<file path="src/bcmp_pkg.sv">
// Shared widths, constants, register codes and payload types of the
// pressure compensation block. Depends on nothing.
package bcmp_pkg;

    localparam int RAW_W    = 24;
    localparam int CAL_W    = 16;
    localparam int TEMP_W   = 21;
    localparam int PRES_W   = 32;

    localparam int APB_DW    = 32;
    localparam int APB_AW    = 5;
    localparam int REG_IDX_W = 3;
    localparam int NUM_REGS  = 6;

    localparam logic [REG_IDX_W-1:0] REG_SENS          = 3'd0;
    localparam logic [REG_IDX_W-1:0] REG_OFFSET        = 3'd1;
    localparam logic [REG_IDX_W-1:0] REG_SENS_TEMPCO   = 3'd2;
    localparam logic [REG_IDX_W-1:0] REG_OFFSET_TEMPCO = 3'd3;
    localparam logic [REG_IDX_W-1:0] REG_REF_TEMP      = 3'd4;
    localparam logic [REG_IDX_W-1:0] REG_TEMP_COEFF    = 3'd5;

    localparam logic [APB_DW-1:0] CAL_MASK = APB_DW'({CAL_W{1'b1}});

    localparam int REF_TEMP_SHIFT  = 8;
    localparam int OFF_BASE_SHIFT  = 17;
    localparam int SENS_BASE_SHIFT = 16;
    localparam int TEMP_SHIFT      = 23;
    localparam int OFF_SHIFT       = 6;
    localparam int SENS_SHIFT      = 7;
    localparam int T2_SHIFT        = 31;
    localparam int OFF2_MUL        = 61;
    localparam int OFF2_SHIFT      = 4;
    localparam int VLOW_OFF_MUL    = 15;
    localparam int VLOW_SENS_SHIFT = 3;
    localparam int PRES_SHIFT1     = 21;
    localparam int PRES_SHIFT2     = 15;

    localparam int TEMP_REF  = 2000;
    localparam int VLOW_TEMP = -1500;

    localparam int DT_W     = RAW_W + 1;
    localparam int PT_W     = DT_W + CAL_W + 1;
    localparam int PDD_W    = 2 * DT_W;
    localparam int M_W      = PT_W - TEMP_SHIFT;
    localparam int SQ_W     = 2 * M_W;
    localparam int T2_W     = 17;
    localparam int OFF_W    = 42;
    localparam int SENS_W   = 40;
    localparam int OFF2_W   = 40;
    localparam int SENS2_W  = 39;
    localparam int SPLIT_W  = 20;
    localparam int PLO_W    = RAW_W + SPLIT_W;
    localparam int PHI_W    = RAW_W + 1 + SENS_W - SPLIT_W;
    localparam int PROD_W   = 64;
    localparam int DIFF_W   = PROD_W - PRES_SHIFT1 + 1;

    typedef struct packed {
        logic [CAL_W-1:0] sens;
        logic [CAL_W-1:0] offset;
        logic [CAL_W-1:0] sens_tempco;
        logic [CAL_W-1:0] offset_tempco;
        logic [CAL_W-1:0] ref_temp;
        logic [CAL_W-1:0] temp_coeff;
    } cal_t;

    typedef struct packed {
        logic [RAW_W-1:0]         d1;
        logic signed [TEMP_W-1:0] temp;
        logic signed [M_W-1:0]    m;
        logic signed [M_W-1:0]    q;
        logic [T2_W-1:0]          t2;
        logic signed [OFF_W-1:0]  off;
        logic signed [SENS_W-1:0] sens;
    } front_t;

    typedef struct packed {
        logic [RAW_W-1:0]         d1;
        logic signed [TEMP_W-1:0] temp;
        logic signed [OFF_W-1:0]  off;
        logic signed [SENS_W-1:0] sens;
    } corr_t;

endpackage

</file>
<file path="src/bcmp_if.sv">


interface bcmp_comp_if import bcmp_pkg::*; ();
    logic                     valid;
    logic                     ready;
    logic signed [TEMP_W-1:0] temperature_centi;
    logic signed [PRES_W-1:0] pressure_pa;

    modport source (output valid, output temperature_centi, output pressure_pa, input ready);
    modport sink   (input valid, input temperature_centi, input pressure_pa, output ready);
endinterface

</file>
<file path="src/bcmp_press.sv">
// Pressure stages: split product D1*SENS, partial product sum, final scaling,
// and the result register. Depends on bcmp_pkg and bcmp_if.
module bcmp_press import bcmp_pkg::*;
(
    input  logic      clk,
    input  logic      rst_n,
    input  logic      up_valid,
    output logic      up_ready,
    input  corr_t     up_data,
    bcmp_comp_if.source comp
);

    localparam int NS = 3;

    logic [NS-1:0] valid_reg;
    logic [NS-1:0] valid_next;
    logic [NS:0]   adv;

    logic [PLO_W-1:0]         plo_reg;
    logic [PLO_W-1:0]         plo_next;
    logic signed [PHI_W-1:0]  phi_reg;
    logic signed [PHI_W-1:0]  phi_next;
    logic signed [OFF_W-1:0]  off_s0_reg;
    logic signed [TEMP_W-1:0] temp_s0_reg;
    logic signed [PROD_W-1:0] prod_reg;
    logic signed [PROD_W-1:0] prod_next;
    logic signed [OFF_W-1:0]  off_s1_reg;
    logic signed [TEMP_W-1:0] temp_s1_reg;
    logic signed [DIFF_W-1:0] diff;
    logic signed [TEMP_W-1:0] temp_reg;
    logic signed [PRES_W-1:0] pres_reg;
    logic signed [PRES_W-1:0] pres_next;

    always_comb
    begin
        adv[NS] = comp.ready;
        for (int k = NS - 1; k >= 0; k--)
        begin
            adv[k] = !valid_reg[k] || adv[k+1];
        end
        valid_next = valid_reg;
        if (adv[0])
        begin
            valid_next[0] = up_valid;
        end
        for (int k = 1; k < NS; k++)
        begin
            if (adv[k])
            begin
                valid_next[k] = valid_reg[k-1];
            end
        end
    end

    always_ff @(posedge clk or negedge rst_n)
    begin
        if (!rst_n)
        begin
            valid_reg <= '0;
        end
        else
        begin
            valid_reg <= valid_next;
        end
    end

    assign up_ready               = adv[0];
    assign comp.valid             = valid_reg[NS-1];
    assign comp.temperature_centi = temp_reg;
    assign comp.pressure_pa       = pres_reg;

    always_comb
    begin
        plo_next  = PLO_W'(up_data.d1) * PLO_W'(up_data.sens[SPLIT_W-1:0]);
        phi_next  = PHI_W'($signed({1'b0, up_data.d1}))
                  * PHI_W'($signed(up_data.sens[SENS_W-1:SPLIT_W]));
        prod_next = (PROD_W'(phi_reg) <<< SPLIT_W) + $signed(PROD_W'(plo_reg));
        diff      = DIFF_W'(prod_reg >>> PRES_SHIFT1) - DIFF_W'(off_s1_reg);
        pres_next = PRES_W'(diff >>> PRES_SHIFT2);
    end

    always_ff @(posedge clk)
    begin
        if (adv[0])
        begin
            plo_reg     <= plo_next;
            phi_reg     <= phi_next;
            off_s0_reg  <= up_data.off;
            temp_s0_reg <= up_data.temp;
        end
        if (adv[1])
        begin
            prod_reg    <= prod_next;
            off_s1_reg  <= off_s0_reg;
            temp_s1_reg <= temp_s0_reg;
        end
        if (adv[2])
        begin
            temp_reg <= temp_s1_reg;
            pres_reg <= pres_next;
        end
    end

endmodule

</file>
<file path="src/flat_wrapper.sv">
// flat-port wrapper written by rule: the top's interface ports become plain ports
module bcmp_press_flat import bcmp_pkg::*;
  (clk, rst_n, up_valid, up_ready, up_data, comp_valid, comp_temperature_centi, comp_pressure_pa, comp_ready);
  bcmp_comp_if comp_i ();
  input  logic clk;
  input  logic rst_n;
  input  logic up_valid;
  output logic up_ready;
  input  corr_t up_data;
  output wire logic [$bits(comp_i.valid)-1:0] comp_valid;
  output wire logic [$bits(comp_i.temperature_centi)-1:0] comp_temperature_centi;
  output wire logic [$bits(comp_i.pressure_pa)-1:0] comp_pressure_pa;
  input wire logic [$bits(comp_i.ready)-1:0] comp_ready;
  assign comp_valid = comp_i.valid;
  assign comp_temperature_centi = comp_i.temperature_centi;
  assign comp_pressure_pa = comp_i.pressure_pa;
  assign comp_i.ready = comp_ready;
  bcmp_press u_core (.clk(clk), .rst_n(rst_n), .up_valid(up_valid), .up_ready(up_ready), .up_data(up_data), .comp(comp_i));
endmodule
</file>
<file path="config.mk">
export PLATFORM = sky130hd
export DESIGN_NAME = bcmp_press_flat
export DESIGN_NICKNAME = d
export VERILOG_FILES = /design/src/bcmp_pkg.sv /design/src/bcmp_if.sv /design/src/bcmp_press.sv /design/src/flat_wrapper.sv
export SDC_FILE = /design/constraint.sdc
export NUM_CORES = 2
export LEC_CHECK = 0
export ABC_AREA = 1
export BUFFER_PORTS_ARGS = -buffer_cell sky130_fd_sc_hd__clkbuf_2
export CELL_PAD_IN_SITES_DETAIL_PLACEMENT = 1
export CELL_PAD_IN_SITES_GLOBAL_PLACEMENT = 1
export CORE_ASPECT_RATIO = 0.9
export CORE_MARGIN = 2
export CORE_UTILIZATION = 53
export CTS_CLUSTER_DIAMETER = 30
export DETAILED_ROUTE_END_ITERATION = 10
export MAX_ROUTING_LAYER = met4
export PLACE_DENSITY_LB_ADDON = 0.1
export SLEW_MARGIN = 20
export SYNTH_ARGS = -nofsm -noshare
export SYNTH_HDL_FRONTEND = slang
export SYNTH_SLANG_ARGS = --single-unit
</file>
<file path="constraint.sdc">
create_clock -name clk -period 14.4 [get_ports clk]
set_input_delay 2.88 -clock clk [delete_from_list [all_inputs] [get_ports clk]]
set_output_delay 2.88 -clock clk [all_outputs]
set_load 0.02 [all_outputs]
</file>
# == Word level (Yosys, flattened, before mapping) ==
# Index checks and enable logic that the tools add are counted.
# op_classes
n_reduce_logical,6
n_addsub,2
multipliers,2
# op_table
operator,n
adder 64 x 45 -> 64 bit,1
multiplier 24 x 20 -> 44 bit,1
multiplier 25 x 20 -> 44 bit,1
subtractor 43 x 42 -> 44 bit,1
logical NOT 1 bit,3
logical OR 1 bit,3
# totals
reg_bits,331
word_cells,22

# == Logic depth before layout (Yosys ltp) ==
# logic_depth
ltp_word,4
depth_mapped,30

# == Least setup slack after synthesis ==
# OpenSTA, ideal clock, no wires.
# synth_path
kind,input port to output port
startpoint,input comp_ready
endpoint,output up_ready
t_arrival_ps,7133
required_time_ps,11520
path_stages,4
path_buffers,0
setup_slack_ps,4387
path_cell_list,inv_1 nand2_1 nor2_1 nand2_1
# synth_via
elab_chain_cells,3
# synth_rtl
item,line,rtl
start: declaration,flat_wrapper.sv:13,input wire logic [$bits(comp_i.ready)-1:0] comp_ready;
logical OR 1 bit,bcmp_press.sv:39,adv[k] = !valid_reg[k] || adv[k+1];
net u_core.adv[2],bcmp_press.sv:17,logic [NS:0] adv;
logical OR 1 bit (2 in series),bcmp_press.sv:39,
end: declaration,flat_wrapper.sv:8,output logic up_ready;
# The timed path passes the listed nets, and every way through them passes these cells.

# == Final worst setup path ==
# layout_path
startpoint,input up_data[120] in the netlist's numbering
endpoint,"register u_core.plo_reg[31], data pin"
# layout_via
elab_chain_cells,1
# layout_rtl
item,line,rtl
start: declaration,flat_wrapper.sv:9,input corr_t up_data;
multiplier 24 x 20 -> 44 bit,bcmp_press.sv:74,plo_next = PLO_W'(up_data.d1) * PLO_W'(up_data.sens[SPLIT_W-1:0]);
net u_core.plo_next[31],bcmp_press.sv:20,logic [PLO_W-1:0] plo_next;
end signal: assignment,bcmp_press.sv:86,plo_reg <= plo_next;
end: declaration,bcmp_press.sv:19,logic [PLO_W-1:0] plo_reg;
# The timed path passes the listed nets, and every way through them passes these cells.
# A chain may end at the register's enable or synchronous reset.

==> results.txt <==
Area contributors post-synth: fa_1, edfxtp_1, inv_1, nand2_1, ha_1
Post-synthesis sequential area ratio: 0.185
Share of layout cells above drive strength 1: 0.0593
Cell Area, Synth: 0.0470 mm2
Post-CTS Setup Repair Bufs: 0
Cell with the most instances after synthesis: inv_1
Required time of the critical path: 14.76 ns
Critical path fanouts, max: 40
Most used cell, CP: fa_1
Dominant synthesized flop cell: edfxtp_1
Warnings, synthesis: 0
First-pass GRT wire length: 250000 um
Vias in the first global route: 44200
Antenna-violating nets left: 0
Avg Synthesized Cell Area: 8.15 um2
Hold Startpoint: u_core.temp_s0_reg[14]
Hold Path Class: register to register
Peak Freq: 0.113 GHz
Clock transition at path regs: 0.05 ns
Grt ovf: 0
DR iter-0 viols: 2777
Io pins: 186
Worst-margin pin slew: 1.09 ns
CTS Buf Count: 70
Post-CTS sizing: 0
Top cells by count, synth: inv_1, nand2_1, fa_1, ha_1, nor2_1
Initial antenna violation count: 2
Async SR Flop Fraction: 0.0103
DR pass1 iterations: 5
Die H: 287 um
Seq cells post-synth: 290
EDFF count, synth: 287
# setup viols final: 0
DP Wirelength: 123000 um
Largest area contributor in the netlist: fa_1
Core Region: 0.0878 mm2
Max Transition Viols Final: 0
Filler Cell Count: 10700
Max incr delay on CP: 0.58 ns
Initial core utilization: 0.536
Max-slew headroom: 0.271
DR vias: 39000
Final period utilization: 0.616
Max cap viols: 0
Vias per inst: 5.49
Clock sink count: 290
CP max-delay cell: fa_1
Path type of the worst setup path: primary input to register
Tot GR Track Use: 0.369
Post-synth top area share: 0.334
DRC Markers: 0
Crit end category: register
# port buffers: 185
Clock period minus worst slack: 8.87 ns
CTS tree: yes
Total die area: 0.0911 mm2
WL final: 159000 um
Outcome: completed
Clock root cell: clkbuf_16
Largest net degree at the start of global routing: 74
CP startpoint: up_data[120]
CTS Buffer Depth: 3
Final nets: 7185
Clk_lat worst skew: 0.62 ns
Hold Violations, Final: 0
Critical Path Source Type: primary input
RSZ-0062 raised after global routing: false
RePlAce Congestion: 0.978
Reg-to-Reg Start: u_core.valid_reg[2]
Synth unique cells: 47
Die width: 318 um
Max Clock Skew: 0.0410 ns
H-tree depth: 3
Cts hold-fix bufs: 0
Area growth syn-to-layout: 9.01%
Avg WL per Cell: 22.4 um
Total negative setup slack: 0 ns
Rows: 103
Cell count after synthesis: 5771
CP Data Arrival Time: 9.23 ns
Syn nets: 7079
Number of flip-flops under the largest register name: 44
[cell usage in the layout, fill, tap and decap left out, drive strengths merged]
| master | count |
|---|---|
| o22ai | 3 |
| o21ai | 113 |
| nand2b | 1 |
| xor2 | 74 |
| or3 | 1 |
| and2 | 1 |
| inv | 1581 |
| clkbuf | 271 |
| a31oi | 5 |
| clkinvlp | 10 |
| fa | 785 |
| o21bai | 17 |
| nor3 | 41 |
| nand3b | 3 |
| xnor2 | 19 |
| and3 | 2 |
| nor2 | 295 |
| buf | 28 |
| o311ai | 1 |
| a21o | 13 |
| nand4 | 35 |
| nand2 | 1556 |
| dfrtp | 3 |
| diode | 3 |
| nor4 | 6 |
| o21a | 16 |
| o31ai | 1 |
| edfxtp | 287 |
| ha | 392 |
| nor3b | 2 |
| a21oi | 199 |
| bufinv | 5 |
| nand3 | 114 |
| a21boi | 6 |
| a31o | 1 |
| or2 | 16 |
| o211ai | 6 |
| clkinv | 24 |
[through the flow]
| step | setup slack [ns] | hold WS (ns) | utilization | std cells | area, um2 |
|---|---|---|---|---|---|
| 3_3_place_gp | 5.09 | 0.401 | 0.557 | 6960 | 48900 |
| 3_5_place_dp | 4.95 | 0.405 | 0.557 | 6960 | 48900 |
| 2_1_floorplan | 4.39 | 0.400 | - | 5771 | 47000 |
| 6_report | 5.53 | 0.406 | 0.584 | 7091 | 51200 |
| 5_1_grt | 5.16 | 0.416 | 0.584 | 7090 | 51200 |
| 4_1_cts | 5.57 | 0.411 | 0.584 | 7088 | 51200 |
[worst max-delay path: cells and delay by family]
| family | cells | cell delay (ns) |
|---|---|---|
| buf+inv | 7 | 0.88 |
| fa+ha+maj | 8 | 4.05 |
| simple gates | 9 | 1.27 |
| compound gates | 1 | 0.12 |
[path summary, 6_finish.rpt]
path,endpoint,slack [ns],depth (start not counted)
max in group asynchronous,u_core.valid_reg[1],12.18,1
hold / removal,u_core.temp_s1_reg[14],0.41,0
setup / recovery,u_core.plo_reg[31],5.53,25
min in group asynchronous,u_core.valid_reg[2],2.09,1
hold reg to reg,u_core.temp_s1_reg[14],0.41,0
setup reg to reg,u_core.plo_reg[21],10.77,6
[routing by layer]
| metal | GRT usage | vias to the layer above | part of all wire |
|---|---|---|---|
| met5 | - | - | 0 |
| met4 | 0.102 | 0 | 0.027 |
| met3 | 0.0709 | 297 | 0.083 |
| met2 | 0.589 | 1548 | 0.46 |
| met1 | 0.485 | 19900 | 0.43 |
| li1 | - | 17200 | - |
[kinds of logic (layout without fill, tap and decap cells)]
kind of cell,Yosys count,in the layout,synth area share
buf+inv,1757,1919,0.141
simple gates,2073,2073,0.174
xor+xnor,93,93,0.0173
compound gates,381,381,0.0446
flops,290,290,0.185
other cells,0,3,0
fa+ha+maj,1177,1177,0.439
[cell type report]
cell class	instances	area, um2	area share
clock buffers	86	1810	0.0354
clock inverters	42	508	0.00991
flip-flops and latches	290	8690	0.170
multi-input cells	3724	31700	0.619
diodes	3	7.51	0.000146
inverters	1578	5930	0.116
repair buffers	213	1140	0.0222
well taps	1155	1450	0.0282
Power is not shown: default switching activity piles up to over one toggle a cycle in this logic, so the estimate is an artifact.
