$ cat config.mk
export PLATFORM = sky130hd
export DESIGN_NAME = bcmp_corr
export DESIGN_NICKNAME = d
export VERILOG_FILES = /design/src/bcmp_pkg.sv /design/src/bcmp_corr.sv
export SDC_FILE = /design/constraint.sdc
export NUM_CORES = 2
export LEC_CHECK = 0
export BUFFER_PORTS_ARGS = -buffer_cell sky130_fd_sc_hd__buf_2
export CORE_UTILIZATION = 25
export CTS_BUF_LIST = sky130_fd_sc_hd__clkbuf_2 sky130_fd_sc_hd__clkbuf_4 sky130_fd_sc_hd__clkbuf_8
export CTS_CLUSTER_SIZE = 20
export DETAILED_ROUTE_END_ITERATION = 6
export GPL_TIMING_DRIVEN = 0
export HOLD_SLACK_MARGIN = 0.02
export PLACE_DENSITY = 0.44
export SYNTH_ARGS = -nofsm -noshare
export SYNTH_HDL_FRONTEND = slang
export SYNTH_SLANG_ARGS = --single-unit
$ cat constraint.sdc
create_clock -name clk -period 16.9 [get_ports clk]
set_clock_uncertainty 0.1 [all_clocks]
set_input_delay 1.69 -clock clk [delete_from_list [all_inputs] [get_ports clk]]
set_output_delay 1.69 -clock clk [all_outputs]
set_load 0.02 [all_outputs]
$ cat src/bcmp_pkg.sv
// Shared widths, constants, register codes and payload types of the
// pressure compensation block. Depends on nothing.
package bcmp_pkg;

    localparam int RAW_W    = 24;
    localparam int CAL_W    = 16;
    localparam int TEMP_W   = 21;
    localparam int PRES_W   = 32;

    localparam int APB_DW    = 32;
    localparam int APB_AW    = 5;
    localparam int REG_IDX_W = 3;
    localparam int NUM_REGS  = 6;

    localparam logic [REG_IDX_W-1:0] REG_SENS          = 3'd0;
    localparam logic [REG_IDX_W-1:0] REG_OFFSET        = 3'd1;
    localparam logic [REG_IDX_W-1:0] REG_SENS_TEMPCO   = 3'd2;
    localparam logic [REG_IDX_W-1:0] REG_OFFSET_TEMPCO = 3'd3;
    localparam logic [REG_IDX_W-1:0] REG_REF_TEMP      = 3'd4;
    localparam logic [REG_IDX_W-1:0] REG_TEMP_COEFF    = 3'd5;

    localparam logic [APB_DW-1:0] CAL_MASK = APB_DW'({CAL_W{1'b1}});

    localparam int REF_TEMP_SHIFT  = 8;
    localparam int OFF_BASE_SHIFT  = 17;
    localparam int SENS_BASE_SHIFT = 16;
    localparam int TEMP_SHIFT      = 23;
    localparam int OFF_SHIFT       = 6;
    localparam int SENS_SHIFT      = 7;
    localparam int T2_SHIFT        = 31;
    localparam int OFF2_MUL        = 61;
    localparam int OFF2_SHIFT      = 4;
    localparam int VLOW_OFF_MUL    = 15;
    localparam int VLOW_SENS_SHIFT = 3;
    localparam int PRES_SHIFT1     = 21;
    localparam int PRES_SHIFT2     = 15;

    localparam int TEMP_REF  = 2000;
    localparam int VLOW_TEMP = -1500;

    localparam int DT_W     = RAW_W + 1;
    localparam int PT_W     = DT_W + CAL_W + 1;
    localparam int PDD_W    = 2 * DT_W;
    localparam int M_W      = PT_W - TEMP_SHIFT;
    localparam int SQ_W     = 2 * M_W;
    localparam int T2_W     = 17;
    localparam int OFF_W    = 42;
    localparam int SENS_W   = 40;
    localparam int OFF2_W   = 40;
    localparam int SENS2_W  = 39;
    localparam int SPLIT_W  = 20;
    localparam int PLO_W    = RAW_W + SPLIT_W;
    localparam int PHI_W    = RAW_W + 1 + SENS_W - SPLIT_W;
    localparam int PROD_W   = 64;
    localparam int DIFF_W   = PROD_W - PRES_SHIFT1 + 1;

    typedef struct packed {
        logic [CAL_W-1:0] sens;
        logic [CAL_W-1:0] offset;
        logic [CAL_W-1:0] sens_tempco;
        logic [CAL_W-1:0] offset_tempco;
        logic [CAL_W-1:0] ref_temp;
        logic [CAL_W-1:0] temp_coeff;
    } cal_t;

    typedef struct packed {
        logic [RAW_W-1:0]         d1;
        logic signed [TEMP_W-1:0] temp;
        logic signed [M_W-1:0]    m;
        logic signed [M_W-1:0]    q;
        logic [T2_W-1:0]          t2;
        logic signed [OFF_W-1:0]  off;
        logic signed [SENS_W-1:0] sens;
    } front_t;

    typedef struct packed {
        logic [RAW_W-1:0]         d1;
        logic signed [TEMP_W-1:0] temp;
        logic signed [OFF_W-1:0]  off;
        logic signed [SENS_W-1:0] sens;
    } corr_t;

endpackage

$ cat src/bcmp_corr.sv
// Second-order low-temperature correction stages: squares and corrected TEMP,
// correction terms, then corrected OFF and SENS. Depends on bcmp_pkg.
module bcmp_corr import bcmp_pkg::*;
(
    input  logic   clk,
    input  logic   rst_n,
    input  logic   up_valid,
    output logic   up_ready,
    input  front_t up_data,
    output logic   dn_valid,
    input  logic   dn_ready,
    output corr_t  dn_data
);

    localparam int NS = 3;

    logic [NS-1:0] valid_reg;
    logic [NS-1:0] valid_next;
    logic [NS:0]   adv;

    logic [SQ_W-1:0]          mm_reg;
    logic [SQ_W-1:0]          mm_next;
    logic [SQ_W-1:0]          qq_reg;
    logic [SQ_W-1:0]          qq_next;
    logic                     low_reg;
    logic                     vlow_reg;
    logic signed [TEMP_W-1:0] temp_next;
    corr_t                    s0_reg;
    logic [OFF2_W-1:0]        off2_reg;
    logic [OFF2_W-1:0]        off2_next;
    logic [SENS2_W-1:0]       sens2_reg;
    logic [SENS2_W-1:0]       sens2_next;
    corr_t                    s1_reg;
    corr_t                    out_reg;
    corr_t                    out_next;

    always_comb
    begin
        adv[NS] = dn_ready;
        for (int k = NS - 1; k >= 0; k--)
        begin
            adv[k] = !valid_reg[k] || adv[k+1];
        end
        valid_next = valid_reg;
        if (adv[0])
        begin
            valid_next[0] = up_valid;
        end
        for (int k = 1; k < NS; k++)
        begin
            if (adv[k])
            begin
                valid_next[k] = valid_reg[k-1];
            end
        end
    end

    always_ff @(posedge clk or negedge rst_n)
    begin
        if (!rst_n)
        begin
            valid_reg <= '0;
        end
        else
        begin
            valid_reg <= valid_next;
        end
    end

    assign up_ready = adv[0];
    assign dn_valid = valid_reg[NS-1];
    assign dn_data  = out_reg;

    always_comb
    begin
        mm_next = SQ_W'(SQ_W'(up_data.m) * SQ_W'(up_data.m));
        qq_next = SQ_W'(SQ_W'(up_data.q) * SQ_W'(up_data.q));
        if (up_data.m[M_W-1])
        begin
            temp_next = up_data.temp - $signed(TEMP_W'(up_data.t2));
        end
        else
        begin
            temp_next = up_data.temp;
        end

        off2_next  = '0;
        sens2_next = '0;
        if (low_reg)
        begin
            off2_next  = (OFF2_W'(mm_reg) * OFF2_W'(OFF2_MUL)) >> OFF2_SHIFT;
            sens2_next = SENS2_W'(mm_reg) << 1;
            if (vlow_reg)
            begin
                off2_next  = off2_next + OFF2_W'(qq_reg) * OFF2_W'(VLOW_OFF_MUL);
                sens2_next = sens2_next + (SENS2_W'(qq_reg) << VLOW_SENS_SHIFT);
            end
        end

        out_next.d1   = s1_reg.d1;
        out_next.temp = s1_reg.temp;
        out_next.off  = s1_reg.off - $signed(OFF_W'(off2_reg));
        out_next.sens = s1_reg.sens - $signed(SENS_W'(sens2_reg));
    end

    always_ff @(posedge clk)
    begin
        if (adv[0])
        begin
            mm_reg      <= mm_next;
            qq_reg      <= qq_next;
            low_reg     <= up_data.m[M_W-1];
            vlow_reg    <= up_data.q[M_W-1];
            s0_reg.d1   <= up_data.d1;
            s0_reg.temp <= temp_next;
            s0_reg.off  <= up_data.off;
            s0_reg.sens <= up_data.sens;
        end
        if (adv[1])
        begin
            off2_reg  <= off2_next;
            sens2_reg <= sens2_next;
            s1_reg    <= s0_reg;
        end
        if (adv[2])
        begin
            out_reg <= out_next;
        end
    end

endmodule

== Word-level counts from Yosys, hierarchy flattened ==
Cells that the tools add are included.

* Bits in latches: 0
* Input port bits: 186
* Register bits: 541
* Output and inout bits: 129
* Word-level logic and storage cells: 42
* Memory bits (writable): 0
* Memory bits (read-only): 0
* Memories kept: 0

* Add/subtract/negate cells: 5
* Eq/ne operators: 0
* Bitwise logic cells: 0
* Shifts and indexed selects: 0
* $mul: 4
* Div/mod/pow operators: 0
* Reduce and logical (&&, ||, !) cells: 7
* Order comparisons: 0
* Muxes and demuxes: 3

{| class="wikitable"
|+ Operator list
! operator !! number
|-
| multiplier 19 x 19 -> 38 bit || 2
|-
| subtractor 42 x 41 -> 42 bit || 1
|-
| adder 36 x 40 -> 40 bit || 1
|-
| multiplier 38 x 4 -> 40 bit (second input constant) || 1
|-
| multiplier 38 x 6 -> 40 bit (second input constant) || 1
|-
| subtractor 40 bit || 1
|-
| adder 39 bit || 1
|-
| 2-to-1 mux 39 bit || 1
|-
| 2-to-1 mux 36 bit || 1
|-
| 2-to-1 mux 21 bit || 1
|-
| subtractor 21 x 18 -> 21 bit || 1
|-
| logical NOT 1 bit || 3
|-
| logical OR 1 bit || 3
|-
| AND reduction 2 bit || 1
|}

== Longest topological paths before layout ==
* Word-level depth: 4
* Depth in mapped cells: 30
* Depth with buffers taken out: 29

== Worst setup path after synthesis ==
OpenSTA, ideal clock, no wires.

* Path kind: input to register
* From: in dn_ready
* To: reg low_reg, enable pin
* Library setup time: 2617 ps
* Buffers on the path: 0
* Stages: 1
* Data required time: 14183 ps
* Setup slack: 6716 ps
* Arrival time: 7467 ps
* Path through: nand4b_1

* Cells in the longest elaborated chain, start to end: 3

{| class="wikitable"
|+ RTL lines
! what !! line !! RTL
|-
| from (decl) || bcmp_corr.sv:11 || <nowiki>input logic dn_ready,</nowiki>
|-
| logical OR 1 bit (3 in a row) || bcmp_corr.sv:42 || <nowiki>adv[k] = !valid_reg[k] || adv[k+1];</nowiki>
|-
| to (signal assigned) || bcmp_corr.sv:112 || <nowiki>low_reg <= up_data.m[M_W-1];</nowiki>
|-
| to (decl) || bcmp_corr.sv:25 || <nowiki>logic low_reg;</nowiki>
|}

No other way between the ends.
A chain may end at the register's enable or synchronous reset.

== Final worst setup path ==
* From: in up_data[105] (netlist bit)
* To: reg qq_reg[37] (data pin)

* Cells in the longest elaborated chain, start to end: 1

{| class="wikitable"
|+ RTL lines
! what !! line !! RTL
|-
| from (decl) || bcmp_corr.sv:9 || <nowiki>input front_t up_data,</nowiki>
|-
| multiplier 19 x 19 -> 38 bit || bcmp_corr.sv:77 || <nowiki>qq_next = SQ_W'(SQ_W'(up_data.q) * SQ_W'(up_data.q));</nowiki>
|-
| via qq_next[37] || bcmp_corr.sv:24 || <nowiki>logic [SQ_W-1:0] qq_next;</nowiki>
|-
| to (signal assigned) || bcmp_corr.sv:111 || <nowiki>qq_reg <= qq_next;</nowiki>
|-
| to (decl) || bcmp_corr.sv:23 || <nowiki>logic [SQ_W-1:0] qq_reg;</nowiki>
|}

The timed path passes the listed nets, and every way through them passes these cells.

==> impl_metrics.py <==
metrics = {
    "die": {
        "initial_utilization_pct": 25.2,
        "io_pins": 315,
        "core-area_um2": 226000,
        "die_y_um": 479,
        "die_area_um2": 230000,
        "die_x_um": 479,
        "row_count": 174,
    },
    "timing": {
        "period_needed_ps": 9750,
        "final-setup-viol-count": 0,
        "hold_viol": 0,
        "rsz0062_at_grt": "no",
        "worstMarginPinSlew_ps": 1360,
        "fmax_mhz": 103,
        "slew_violations": 0,
        "slew_headroom_pct": 8.69,
        "hold_slack_ps": 302,
        "fin_crit_sh_pct": 57.7,
        "setup_ws_ps": 7150,
    },
    "grt": {
        "grt_max_degree": 52,
        "antenna_found_initial": 24,
        "grt_pass1_wl_um": 239000,
        "grt_usage_pct": 13.7,
        "first_global_vias": 40849,
        "overflow": 0,
    },
    "synthesis": {
        "synth-simple-area-share_pct": 8.64,
        "synth_xor_area_share_pct": 4.11,
        "synth-compound-area-share_pct": 8.51,
        "synth-async-reset-ratio_pct": 0.559,
        "synth_top_family_by_area": "adder cells",
        "syn-num-nets": 6745,
        "muxShareOfSynthArea_pct": 0.751,
        "syn_area_um2": 56900,
        "avgSynthCellArea_um2": 11.0,
        "ys_ff_latch": 537,
        "synthCells": 5184,
        "ys_warn_count": 0,
        "synth-edff-count": 534,
        "synth_cell_type_count": 82,
        "yosysSeqAreaShare_pct": 28.3,
        "synth-adder-area-share_pct": 41.8,
        "synthFlopType": "edfxtp_1",
    },
    "placed_design": {
        "io_buffers": 310,
        "hpwl_um": 130000,
        "dp_slack_ps": 6490,
        "gp_congestion": 0.852,
    },
    "critical_path": {
        "path_delay_family": "adder cells",
        "worstPathCellList": "buf_2 > clkbuf_1 > clkbuf_1 > nand2_1 > inv_1 > fa_1 > fa_1 > inv_1 > fa_1 > fa_1 > inv_1 > fa_1 > fa_1 > ha_1 > ha_1 > a21oi_1 > nor3b_1 > o21ai_0 > a31oi_1 > o21ai_0 > a41oi_1 > o21ai_0 > and4_1 > nor3_1",
        "worst_path_largest_cell_delay_ps": 660,
        "worstSetupPathType": "input pin to register",
        "crit_path_top_delay_cell": "clkbuf_1",
        "worstPathArrival_ps": 10260,
        "critPathLaunchType": "input pin",
        "worstPathMaxFanout": 10,
        "worst-endpoint-required_ps": 17410,
        "end_kind": "register",
        "worst-path-buf-inv": 6,
        "cpMostUsedCell": "fa_1",
    },
    "detailed_routing": {
        "antenna_left": 0,
        "drt_iter0_markers": 2078,
        "wire_per_inst_um": 17.9,
        "via_per_inst": 4.37,
        "vias": 38091,
        "firstDrtPassIters": 5,
        "drt-total-wl_um": 156000,
        "post-route-drc-count": 0,
    },
    "cts": {
        "clock_tree.root_cell": "clkbuf_8",
        "clk_pin_slew_worst_paths_ps": 60,
        "post_cts_resize_count": 0,
        "cts_tree": "done",
        "hold_buffers": 0,
        "numCtsBuffers": 97,
        "ctsHtreeMaxLevel": 3,
        "clk_latency_ps": 820,
        "post_cts_buffers": 0,
        "cts_buffer_depth": 3,
        "clock-sinks": 537,
    },
    "final_layout": {
        "drive_gt1_share_pct": 9.55,
        "fill_cells": 23754,
        "syn2layout_area_growth_pct": 14.1,
        "finalNetCount": 7187,
    },
    "hold_path": {
        "min_path_type": "register to register",
    },
    "status": {
        "status": "completed",
    },
    "job": {
        "cap_viol_max_count": 0,
    },
}
## area by class of cell
cell class / count / area [µm²] / share of cell area, %
clock buffer: 124 / 1540 / 2.37
tap: 2992 / 3740 / 5.76
clock inverter: 56 / 584 / 0.899
timing repair buffer: 343 / 2120 / 3.27
buffer: 94 / 354 / 0.545
antenna: 14 / 35.0 / 0.0539
multi-input combinational: 3455 / 36400 / 56.0
inverter: 1098 / 4120 / 6.34
sequential: 537 / 16100 / 24.8
## final timing paths
kind                       slack [ps]      endpoint  cells past startpoint    startpoint
hold / removal                    300    s1_reg[73]                      0    s0_reg[73]
max in group asynchronous       16040  valid_reg[1]                      1         rst_n
setup / recovery                 7150    qq_reg[37]                     24  up_data[105]
min in group asynchronous         550  valid_reg[0]                      1         rst_n
setup reg to reg                 8040  off2_reg[36]                     28     mm_reg[3]
hold reg to reg                   300    s1_reg[73]                      0    s0_reg[73]
## layer usage
metal  track usage, %  vias up  share of wire (%)
li1                 -    17781                  -
met1             17.9    19332                 44
met2             22.8      771                 48
met3             2.69      195                5.5
met4             4.16       12                2.8
met5                0        -              0.043
## synth_stat cells, types with 5 or more instances
cell,n,area (µm²)
nand3b_1,6,45.0
a31oi_1,20,125
o21ai_1,7,35.0
o31ai_1,11,82.6
xor2_1,74,648
a21o_1,112,841
and4_1,9,78.8
nand2b_1,58,363
o41ai_1,5,43.8
xnor2_1,193,1690
a221oi_1,5,43.8
nand3_1,53,265
or3_1,15,93.8
and3_1,28,175
nand2_1,336,1260
inv_1,1093,4100
o311ai_0,5,43.8
edfxtp_1,534,16000
clkbuf_1,86,323
o2111ai_1,7,61.3
mux2_2,14,158
a41oi_1,7,61.3
a2111oi_0,11,96.3
nor2b_1,34,213
o22ai_1,8,50.1
o21a_1,38,285
a211oi_1,25,188
or2_2,11,68.8
o21ai_0,128,641
fa_1,881,17600
ha_1,494,6180
and2_1,157,982
nor4_1,7,43.8
a21boi_0,7,52.6
nor3b_1,6,45.0
nand4_1,19,119
nor3_1,47,235
a211o_1,7,61.3
buf_1,7,26.3
a21oi_1,251,1260
mux2i_1,27,270
o21bai_1,29,218
nor2_1,222,833
o211ai_1,13,97.6
## logic make-up after synthesis
group | count (synthesis)
buffers and inverters | 1192
adders and majority gates | 1375
AOI/OAI and AO/OA | 752
and+or+nand+nor | 1019
muxes | 41
xor gates and xnor gates | 267
DFF | 537
other | 1
## layout by cell type, fill, tap and decap left out, types with 57 or more instances in the layout
cell type | synthesis | routed
fa_1 | 881 | 881
o21ai_0 | 128 | 128
a21oi_1 | 251 | 251
nand2b_1 | 58 | 57
and2_1 | 157 | 157
nor2_1 | 222 | 222
nand2_1 | 336 | 336
edfxtp_1 | 534 | 534
a21o_1 | 112 | 112
clkbuf_1 | 86 | 86
ha_1 | 494 | 494
xor2_1 | 74 | 74
clkbuf_8 | 0 | 97
xnor2_1 | 193 | 193
buf_2 | 0 | 310
inv_1 | 1093 | 1093
## through the flow
stage | instance area, µm² | cells | TNS (ps) | utilization [%]
6_report | 65000 | 8713 | 0 | 28.8
5_1_grt | 64900 | 8703 | 0 | 28.8
4_1_cts | 64900 | 8698 | 0 | 28.8
3_5_place_dp | 62800 | 8518 | 0 | 27.8
3_3_place_gp | 62200 | 8486 | -54.6 | 27.6
2_1_floorplan | 56900 | 5184 | 0 | -
## worst register-to-register path, delay by kind of cell (launching register included)
kind | cells | cell delay, ps
flip-flops | 1 | 550
AO/OA/AOI/OAI | 12 | 3080
adder cells (fa/ha/maj) | 6 | 2690
XOR/XNOR | 2 | 560
AND/OR/NAND/NOR | 3 | 1190
buffers and inverters | 5 | 420
Power is not shown: default switching activity piles up to over one toggle a cycle in this logic, so the estimate is an artifact.
