**src/bcmp_pkg.sv**
```systemverilog
// Shared widths, constants, register codes and payload types of the
// pressure compensation block. Depends on nothing.
package bcmp_pkg;

    localparam int RAW_W    = 24;
    localparam int CAL_W    = 16;
    localparam int TEMP_W   = 21;
    localparam int PRES_W   = 32;

    localparam int APB_DW    = 32;
    localparam int APB_AW    = 5;
    localparam int REG_IDX_W = 3;
    localparam int NUM_REGS  = 6;

    localparam logic [REG_IDX_W-1:0] REG_SENS          = 3'd0;
    localparam logic [REG_IDX_W-1:0] REG_OFFSET        = 3'd1;
    localparam logic [REG_IDX_W-1:0] REG_SENS_TEMPCO   = 3'd2;
    localparam logic [REG_IDX_W-1:0] REG_OFFSET_TEMPCO = 3'd3;
    localparam logic [REG_IDX_W-1:0] REG_REF_TEMP      = 3'd4;
    localparam logic [REG_IDX_W-1:0] REG_TEMP_COEFF    = 3'd5;

    localparam logic [APB_DW-1:0] CAL_MASK = APB_DW'({CAL_W{1'b1}});

    localparam int REF_TEMP_SHIFT  = 8;
    localparam int OFF_BASE_SHIFT  = 17;
    localparam int SENS_BASE_SHIFT = 16;
    localparam int TEMP_SHIFT      = 23;
    localparam int OFF_SHIFT       = 6;
    localparam int SENS_SHIFT      = 7;
    localparam int T2_SHIFT        = 31;
    localparam int OFF2_MUL        = 61;
    localparam int OFF2_SHIFT      = 4;
    localparam int VLOW_OFF_MUL    = 15;
    localparam int VLOW_SENS_SHIFT = 3;
    localparam int PRES_SHIFT1     = 21;
    localparam int PRES_SHIFT2     = 15;

    localparam int TEMP_REF  = 2000;
    localparam int VLOW_TEMP = -1500;

    localparam int DT_W     = RAW_W + 1;
    localparam int PT_W     = DT_W + CAL_W + 1;
    localparam int PDD_W    = 2 * DT_W;
    localparam int M_W      = PT_W - TEMP_SHIFT;
    localparam int SQ_W     = 2 * M_W;
    localparam int T2_W     = 17;
    localparam int OFF_W    = 42;
    localparam int SENS_W   = 40;
    localparam int OFF2_W   = 40;
    localparam int SENS2_W  = 39;
    localparam int SPLIT_W  = 20;
    localparam int PLO_W    = RAW_W + SPLIT_W;
    localparam int PHI_W    = RAW_W + 1 + SENS_W - SPLIT_W;
    localparam int PROD_W   = 64;
    localparam int DIFF_W   = PROD_W - PRES_SHIFT1 + 1;

    typedef struct packed {
        logic [CAL_W-1:0] sens;
        logic [CAL_W-1:0] offset;
        logic [CAL_W-1:0] sens_tempco;
        logic [CAL_W-1:0] offset_tempco;
        logic [CAL_W-1:0] ref_temp;
        logic [CAL_W-1:0] temp_coeff;
    } cal_t;

    typedef struct packed {
        logic [RAW_W-1:0]         d1;
        logic signed [TEMP_W-1:0] temp;
        logic signed [M_W-1:0]    m;
        logic signed [M_W-1:0]    q;
        logic [T2_W-1:0]          t2;
        logic signed [OFF_W-1:0]  off;
        logic signed [SENS_W-1:0] sens;
    } front_t;

    typedef struct packed {
        logic [RAW_W-1:0]         d1;
        logic signed [TEMP_W-1:0] temp;
        logic signed [OFF_W-1:0]  off;
        logic signed [SENS_W-1:0] sens;
    } corr_t;

endpackage

```
**src/bcmp_if.sv**
```systemverilog
// Valid/ready channel interfaces for raw conversions and compensated results.
// Depends on bcmp_pkg for the field widths.
interface bcmp_raw_if import bcmp_pkg::*; ();
    logic             valid;
    logic             ready;
    logic [RAW_W-1:0] raw_pressure;
    logic [RAW_W-1:0] raw_temperature;

    modport source (output valid, output raw_pressure, output raw_temperature, input ready);
    modport sink   (input valid, input raw_pressure, input raw_temperature, output ready);
endinterface


```
**src/bcmp_front.sv**
```systemverilog
// First-order stages: temperature difference, the four calibration products,
// then TEMP, OFF, SENS and the second-order operands. Depends on bcmp_pkg and bcmp_if.
module bcmp_front import bcmp_pkg::*;
(
    input  logic       clk,
    input  logic       rst_n,
    input  cal_t       cal,
    bcmp_raw_if.sink   raw,
    output logic       dn_valid,
    input  logic       dn_ready,
    output front_t     dn_data
);

    localparam int NS = 3;

    logic [NS-1:0] valid_reg;
    logic [NS-1:0] valid_next;
    logic [NS:0]   adv;

    logic [RAW_W-1:0]        d1_s0_reg;
    logic signed [DT_W-1:0]  dt_reg;
    logic signed [DT_W-1:0]  dt_next;
    logic [RAW_W-1:0]        d1_s1_reg;
    logic signed [PT_W-1:0]  pt_reg;
    logic signed [PT_W-1:0]  pt_next;
    logic signed [PT_W-1:0]  po_reg;
    logic signed [PT_W-1:0]  po_next;
    logic signed [PT_W-1:0]  ps_reg;
    logic signed [PT_W-1:0]  ps_next;
    logic signed [PDD_W-1:0] pdd_reg;
    logic signed [PDD_W-1:0] pdd_next;
    logic signed [M_W-1:0]   m;
    front_t                  out_reg;
    front_t                  out_next;

    always_comb
    begin
        adv[NS] = dn_ready;
        for (int k = NS - 1; k >= 0; k--)
        begin
            adv[k] = !valid_reg[k] || adv[k+1];
        end
        valid_next = valid_reg;
        if (adv[0])
        begin
            valid_next[0] = raw.valid;
        end
        for (int k = 1; k < NS; k++)
        begin
            if (adv[k])
            begin
                valid_next[k] = valid_reg[k-1];
            end
        end
    end

    always_ff @(posedge clk or negedge rst_n)
    begin
        if (!rst_n)
        begin
            valid_reg <= '0;
        end
        else
        begin
            valid_reg <= valid_next;
        end
    end

    assign raw.ready = adv[0];
    assign dn_valid  = valid_reg[NS-1];
    assign dn_data   = out_reg;

    always_comb
    begin
        dt_next = $signed({1'b0, raw.raw_temperature})
                - $signed({1'b0, cal.ref_temp, {REF_TEMP_SHIFT{1'b0}}});

        pt_next  = PT_W'(dt_reg) * PT_W'($signed({1'b0, cal.temp_coeff}));
        po_next  = PT_W'(dt_reg) * PT_W'($signed({1'b0, cal.offset_tempco}));
        ps_next  = PT_W'(dt_reg) * PT_W'($signed({1'b0, cal.sens_tempco}));
        pdd_next = PDD_W'(dt_reg) * PDD_W'(dt_reg);

        m             = $signed(pt_reg[PT_W-1:TEMP_SHIFT]);
        out_next.d1   = d1_s1_reg;
        out_next.m    = m;
        out_next.q    = m + M_W'(TEMP_REF - VLOW_TEMP);
        out_next.temp = TEMP_W'(m) + TEMP_W'(TEMP_REF);
        out_next.t2   = pdd_reg[T2_SHIFT+T2_W-1:T2_SHIFT];
        out_next.off  = OFF_W'($signed({1'b0, cal.offset, {OFF_BASE_SHIFT{1'b0}}}))
                      + OFF_W'($signed(po_reg[PT_W-1:OFF_SHIFT]));
        out_next.sens = SENS_W'($signed({1'b0, cal.sens, {SENS_BASE_SHIFT{1'b0}}}))
                      + SENS_W'($signed(ps_reg[PT_W-1:SENS_SHIFT]));
    end

    always_ff @(posedge clk)
    begin
        if (adv[0])
        begin
            d1_s0_reg <= raw.raw_pressure;
            dt_reg    <= dt_next;
        end
        if (adv[1])
        begin
            d1_s1_reg <= d1_s0_reg;
            pt_reg    <= pt_next;
            po_reg    <= po_next;
            ps_reg    <= ps_next;
            pdd_reg   <= pdd_next;
        end
        if (adv[2])
        begin
            out_reg <= out_next;
        end
    end

endmodule

```
**src/flat_wrapper.sv**
```systemverilog
// flat-port wrapper written by rule: the top's interface ports become plain ports
module bcmp_front_flat import bcmp_pkg::*;
  (clk, rst_n, cal, dn_valid, dn_ready, dn_data, raw_valid, raw_raw_pressure, raw_raw_temperature, raw_ready);
  bcmp_raw_if raw_i ();
  input  logic clk;
  input  logic rst_n;
  input  cal_t cal;
  output logic dn_valid;
  input  logic dn_ready;
  output front_t dn_data;
  input wire logic [$bits(raw_i.valid)-1:0] raw_valid;
  input wire logic [$bits(raw_i.raw_pressure)-1:0] raw_raw_pressure;
  input wire logic [$bits(raw_i.raw_temperature)-1:0] raw_raw_temperature;
  output wire logic [$bits(raw_i.ready)-1:0] raw_ready;
  assign raw_i.valid = raw_valid;
  assign raw_i.raw_pressure = raw_raw_pressure;
  assign raw_i.raw_temperature = raw_raw_temperature;
  assign raw_ready = raw_i.ready;
  bcmp_front u_core (.clk(clk), .rst_n(rst_n), .cal(cal), .raw(raw_i), .dn_valid(dn_valid), .dn_ready(dn_ready), .dn_data(dn_data));
endmodule
```
**config.mk**
```make
export PLATFORM = sky130hd
export DESIGN_NAME = bcmp_front_flat
export DESIGN_NICKNAME = d
export VERILOG_FILES = /design/src/bcmp_pkg.sv /design/src/bcmp_if.sv /design/src/bcmp_front.sv /design/src/flat_wrapper.sv
export SDC_FILE = /design/constraint.sdc
export NUM_CORES = 2
export LEC_CHECK = 0
export ABC_CLOCK_PERIOD_IN_PS = 9250
export BUFFER_PORTS_ARGS = -buffer_cell sky130_fd_sc_hd__buf_2
export CAP_MARGIN = 0
export CORE_MARGIN = 5
export CORE_UTILIZATION = 45
export DETAILED_ROUTE_END_ITERATION = 7
export PLACE_DENSITY_LB_ADDON = 0.2
export SLEW_MARGIN = 20
export SYNTH_ARGS = -nofsm -noshare
export SYNTH_HDL_FRONTEND = slang
export SYNTH_SLANG_ARGS = --single-unit
```
**constraint.sdc**
```tcl
create_clock -name clk -period 9.25 [get_ports clk]
set_input_delay 0.4625 -clock clk [delete_from_list [all_inputs] [get_ports clk]]
set_output_delay 0.4625 -clock clk [all_outputs]
set_load 0.01 [all_outputs]
```
Word-level counts from Yosys, hierarchy flattened --
Cells that the tools add are included.
Operators by class: $add $sub $neg 5, reductions and logical operators 6, multipliers 4
Operators with widths (count):
- multiplier 25 x 17 -> 42 bit | 3
- multiplier 25 x 25 -> 48 bit | 1
- adder 34 x 36 -> 37 bit | 1
- adder 33 x 35 -> 36 bit | 1
- subtractor 24 x 24 -> 25 bit | 1
- adder 19 x 12 -> 20 bit, second input constant | 1
- adder 19 x 13 -> 19 bit, second input constant | 1
- logical NOT 1 bit | 3
- logical OR 1 bit | 3
Word-level totals: word-level logic and storage cells 32, flip-flop bits (word level) 432, output and inout bits 184, input port bits 148

Longest topological paths before layout --
depth in word-level cells 4, depth in mapped cells 28, depth with buffers taken out 26

Worst setup path after synthesis --
Ideal clock, no wire load.
kind reg-to-reg, start register u_core.dt_reg[24], end register u_core.pdd_reg[45], data pin, stages on the path, launching flop included 27, path slack 1.906 ns, clock period less this slack 7.344 ns, arrival time 7.197 ns, path buffers 3, data required time 9.104 ns, setup time 0.146 ns, cells stage by stage edfxtp_1 -> clkbuf_1 -> buf_1 -> nand2_1 -> inv_1 -> fa_1 -> fa_1 -> inv_1 -> fa_1 -> inv_1 -> fa_1 -> fa_1 -> fa_1 -> inv_1 -> fa_1 -> inv_1 -> ha_1 -> clkbuf_1 -> and2_1 -> and4_1 -> a41o_1 -> a21oi_1 -> o21ai_0 -> a221oi_1 -> o21ai_1 -> a31oi_1 -> a21boi_1
Between the ends: longest elaborated chain between the ends 1
RTL lines:
- from (decl) | RTL line bcmp_front.sv:21 | logic signed [DT_W-1:0] dt_reg;
- from (signal assigned) | RTL line bcmp_front.sv:100 | dt_reg <= dt_next;
- multiplier 25 x 25 -> 48 bit | RTL line bcmp_front.sv:81 | pdd_next = PDD_W'(dt_reg) * PDD_W'(dt_reg);
- named net u_core.pdd_next[45] | RTL line bcmp_front.sv:31 | logic signed [PDD_W-1:0] pdd_next;
- to (signal assigned) | RTL line bcmp_front.sv:108 | pdd_reg <= pdd_next;
- to (decl) | RTL line bcmp_front.sv:30 | logic signed [PDD_W-1:0] pdd_reg;
The timed path passes the listed nets, and every way through them passes these cells. A chain may end at the register's enable or synchronous reset.

Worst setup path after layout --
start register u_core.dt_reg[19], end register u_core.pdd_reg[44], data pin
The elaborated chain is that of the path after synthesis.

==> reports/results.tsv <==
metric	value	unit
outcome	complete, no violations	
vias_per_cell	5.02	
drc	0	
setup_violations	0	
dieArea	0.174	mm^2
synth_cells	7464	
fin_nets	10000	
rsz0062_at_grt	false	
rows	149	
synthArstFlopShare	0.00860	
grt_pass1_vias	55500	
clock-skew-final	0.0361	ns
min-delay-start	raw_raw_temperature[5]	
max_freq	0.122	GHz
syn_to_final_growth	7.41	%
slew_violations	0	
grt_first_pass_wirelength	304000	um
wl_per_cell	18.7	um
timing.rr.start	u_core.dt_reg[19]$_DFFE_PP_	
start_kind	register	
die_y	417	um
synth-edff-count	346	
cts_made_buffers	44	
hold_end	u_core.dt_reg[5]$_DFFE_PP_	
cp_max_fo	19	
clock-sinks	349	
io_pins	332	
cp_slowest_cell	edfxtp_1	
max-slew-margin-rel	0.275	
antenna_left	0	
path_clk_slew	0.08	ns
period_needed	8.18	ns
synth_nets	9871	
period_share	0.884	
ys_seq_area_frac	0.141	
drt-total-wl	184000	um
initial_core_util	0.452	
crit_path_end_kind	register	
hold_path_class	primary input to register	
yosysTopAreaCell	fa_1	
drt-pass1-iter-count	6	
cts_buffer_depth	3	
finalHoldViolCount	0	
synthesis.area	0.0744	mm^2
worst-r2r-setup-slack	1.07	ns
die_w	417	um
synth_top_cell_area_share	0.473	
nFillCells	15600	
ys.flop_type	edfxtp_1	
max_stage_delay	0.83	ns
drive_gt1_frac	0.0666	
dp_hpwl	148000	um
cts_tree	built	
grt_max_degree	75	
path_class	register to register	
htreeDepth	2	
track_usage	0.221	
hold_depth	1	
via_count	49400	
synth_seq_cells	349	
worstPathArrival	8.56	ns
cp.required	9.63	ns
cp_common_cell	fa_1	
yosysUniqueCellTypes	77	
largest_reg_flops	166	
cts_resized	0	
synthTopCellsByArea	fa_1, edfxtp_1, inv_1	
clk_latency	0.65	ns
cts_root_buf	clkbuf_16	
io_buffers	331	
drt-initial-drc-count	2628	
r2r_cells	25	
gp_congestion	0.892	
coreArea	0.165	mm^2
tightest_slew	1.09	ns
rr_endpoint	u_core.pdd_reg[44]$_DFFE_PP_	
antenna_found_initial	12	
cap_violations	0	
synth.avg_cell_area	9.97	um^2
grt_overflow	0	
yosysWarningCount	0	
setup_tns	0	ns
## area by class of cell
cell class / count / area (um^2) / area share
inverters: 2024 / 7600 / 0.0950
clock buffers: 52 / 1130 / 0.0141
diodes: 9 / 22.5 / 0.000282
repair buffers: 442 / 2690 / 0.0336
multi-input cells: 4754 / 55100 / 0.689
flip-flops and latches: 349 / 10500 / 0.131
well taps: 2189 / 2740 / 0.0342
clock inverters: 24 / 254 / 0.00318
## cell families after synthesis
logic type,after synthesis,synth area share
xor gates and xnor gates,219,0.0258
adders and majority gates,2259,0.557
and+or+nand+nor,1859,0.120
muxes,1,0.000134
buffers and inverters,2361,0.120
AOI/OAI and AO/OA,416,0.0367
DFF,349,0.141
## worst max path at each step
stage          cells after the start                      endpoint  slack (ns)                   startpoint
2_1_floorplan                     26  u_core.pdd_reg[45]$_DFFE_PP_        1.91  u_core.dt_reg[24]$_DFFE_PP_
3_3_place_gp                      22   u_core.pt_reg[39]$_DFFE_PP_        1.23  u_core.dt_reg[24]$_DFFE_PP_
3_5_place_dp                      22   u_core.pt_reg[39]$_DFFE_PP_        1.17  u_core.dt_reg[24]$_DFFE_PP_
4_1_cts                           22   u_core.pt_reg[39]$_DFFE_PP_        1.13  u_core.dt_reg[24]$_DFFE_PP_
5_1_grt                           22   u_core.pt_reg[41]$_DFFE_PP_        0.57  u_core.dt_reg[24]$_DFFE_PP_
6_report                          25  u_core.pdd_reg[44]$_DFFE_PP_        1.07  u_core.dt_reg[19]$_DFFE_PP_
## timing repair
item | CTS | global route
hold buffers | 30 | 0
endpoints found under the hold margin | 32 | 0
buffers inserted | 0 | 0
## cell usage after synthesis, types with 8 or more instances
| library cell | number |
|---|---|
| inv_1 | 2022 |
| fa_1 | 1759 |
| nand2_1 | 964 |
| and2_1 | 585 |
| ha_1 | 500 |
| edfxtp_1 | 346 |
| clkbuf_1 | 318 |
| xnor2_1 | 147 |
| a21oi_1 | 130 |
| nor2_1 | 113 |
| xor2_1 | 72 |
| a21o_1 | 62 |
| o21ai_0 | 58 |
| nor2b_1 | 38 |
| nand2b_1 | 28 |
| nor3_1 | 28 |
| nand3_1 | 24 |
| o21a_1 | 22 |
| and3_1 | 21 |
| nand4_1 | 19 |
| o21bai_1 | 19 |
| buf_4 | 16 |
| a211oi_1 | 15 |
| a31oi_1 | 14 |
| o21ai_1 | 12 |
| o31ai_1 | 8 |
## per-stage QoR
| step | cells | area (um^2) | setup WS, ns | utilization | hold WS (ns) |
|---|---|---|---|---|---|
| after floorplan | 7464 | 74400 | 1.91 | - | 0.167 |
| after global placement | 9728 | 78300 | 1.23 | 0.475 | 0.260 |
| after detailed placement | 9728 | 78300 | 1.17 | 0.475 | 0.265 |
| after CTS | 9834 | 79900 | 1.13 | 0.485 | 0.00339 |
| after global routing | 9835 | 79900 | 0.574 | 0.485 | 0.0230 |
| final | 9843 | 80000 | 1.07 | 0.485 | 0.0462 |
## placed cells by master, fill, tap and decap left out, drive strengths merged, types with 29 or more instances in the layout
cell / netlist / layout
clkbuf: 318 / 52
fa: 1759 / 1759
nor2: 113 / 113
and2: 585 / 585
xor2: 72 / 72
buf: 19 / 412
dlygate4sd3: 0 / 30
o21ai: 70 / 70
xnor2: 147 / 147
nor2b: 39 / 39
ha: 500 / 500
edfxtp: 346 / 346
nor3: 29 / 29
a21oi: 133 / 133
inv: 2022 / 2025
a21o: 66 / 66
nand2: 964 / 964
## layer usage
metal | vias up | share of wire | track usage
li1 | 22000 | - | -
met1 | 25900 | 0.43 | 0.303
met2 | 1208 | 0.49 | 0.375
met3 | 226 | 0.060 | 0.0319
met4 | 6 | 0.025 | 0.0515
met5 | - | 0.00022 | 0
## critical path: cells and delay by family, from the launching register on
kind / cells / cell delay [ns]
AO/OA/AOI/OAI: 7 / 1.87
flip-flops: 1 / 0.83
AND/OR/NAND/NOR: 2 / 0.36
XOR/XNOR: 1 / 0.16
adder cells (fa/ha/maj): 8 / 3.94
buffers and inverters: 7 / 0.75
Power is left out: the tool's default activity adds up to more than one toggle a clock period on the data nets, which glitch-free logic cannot reach.
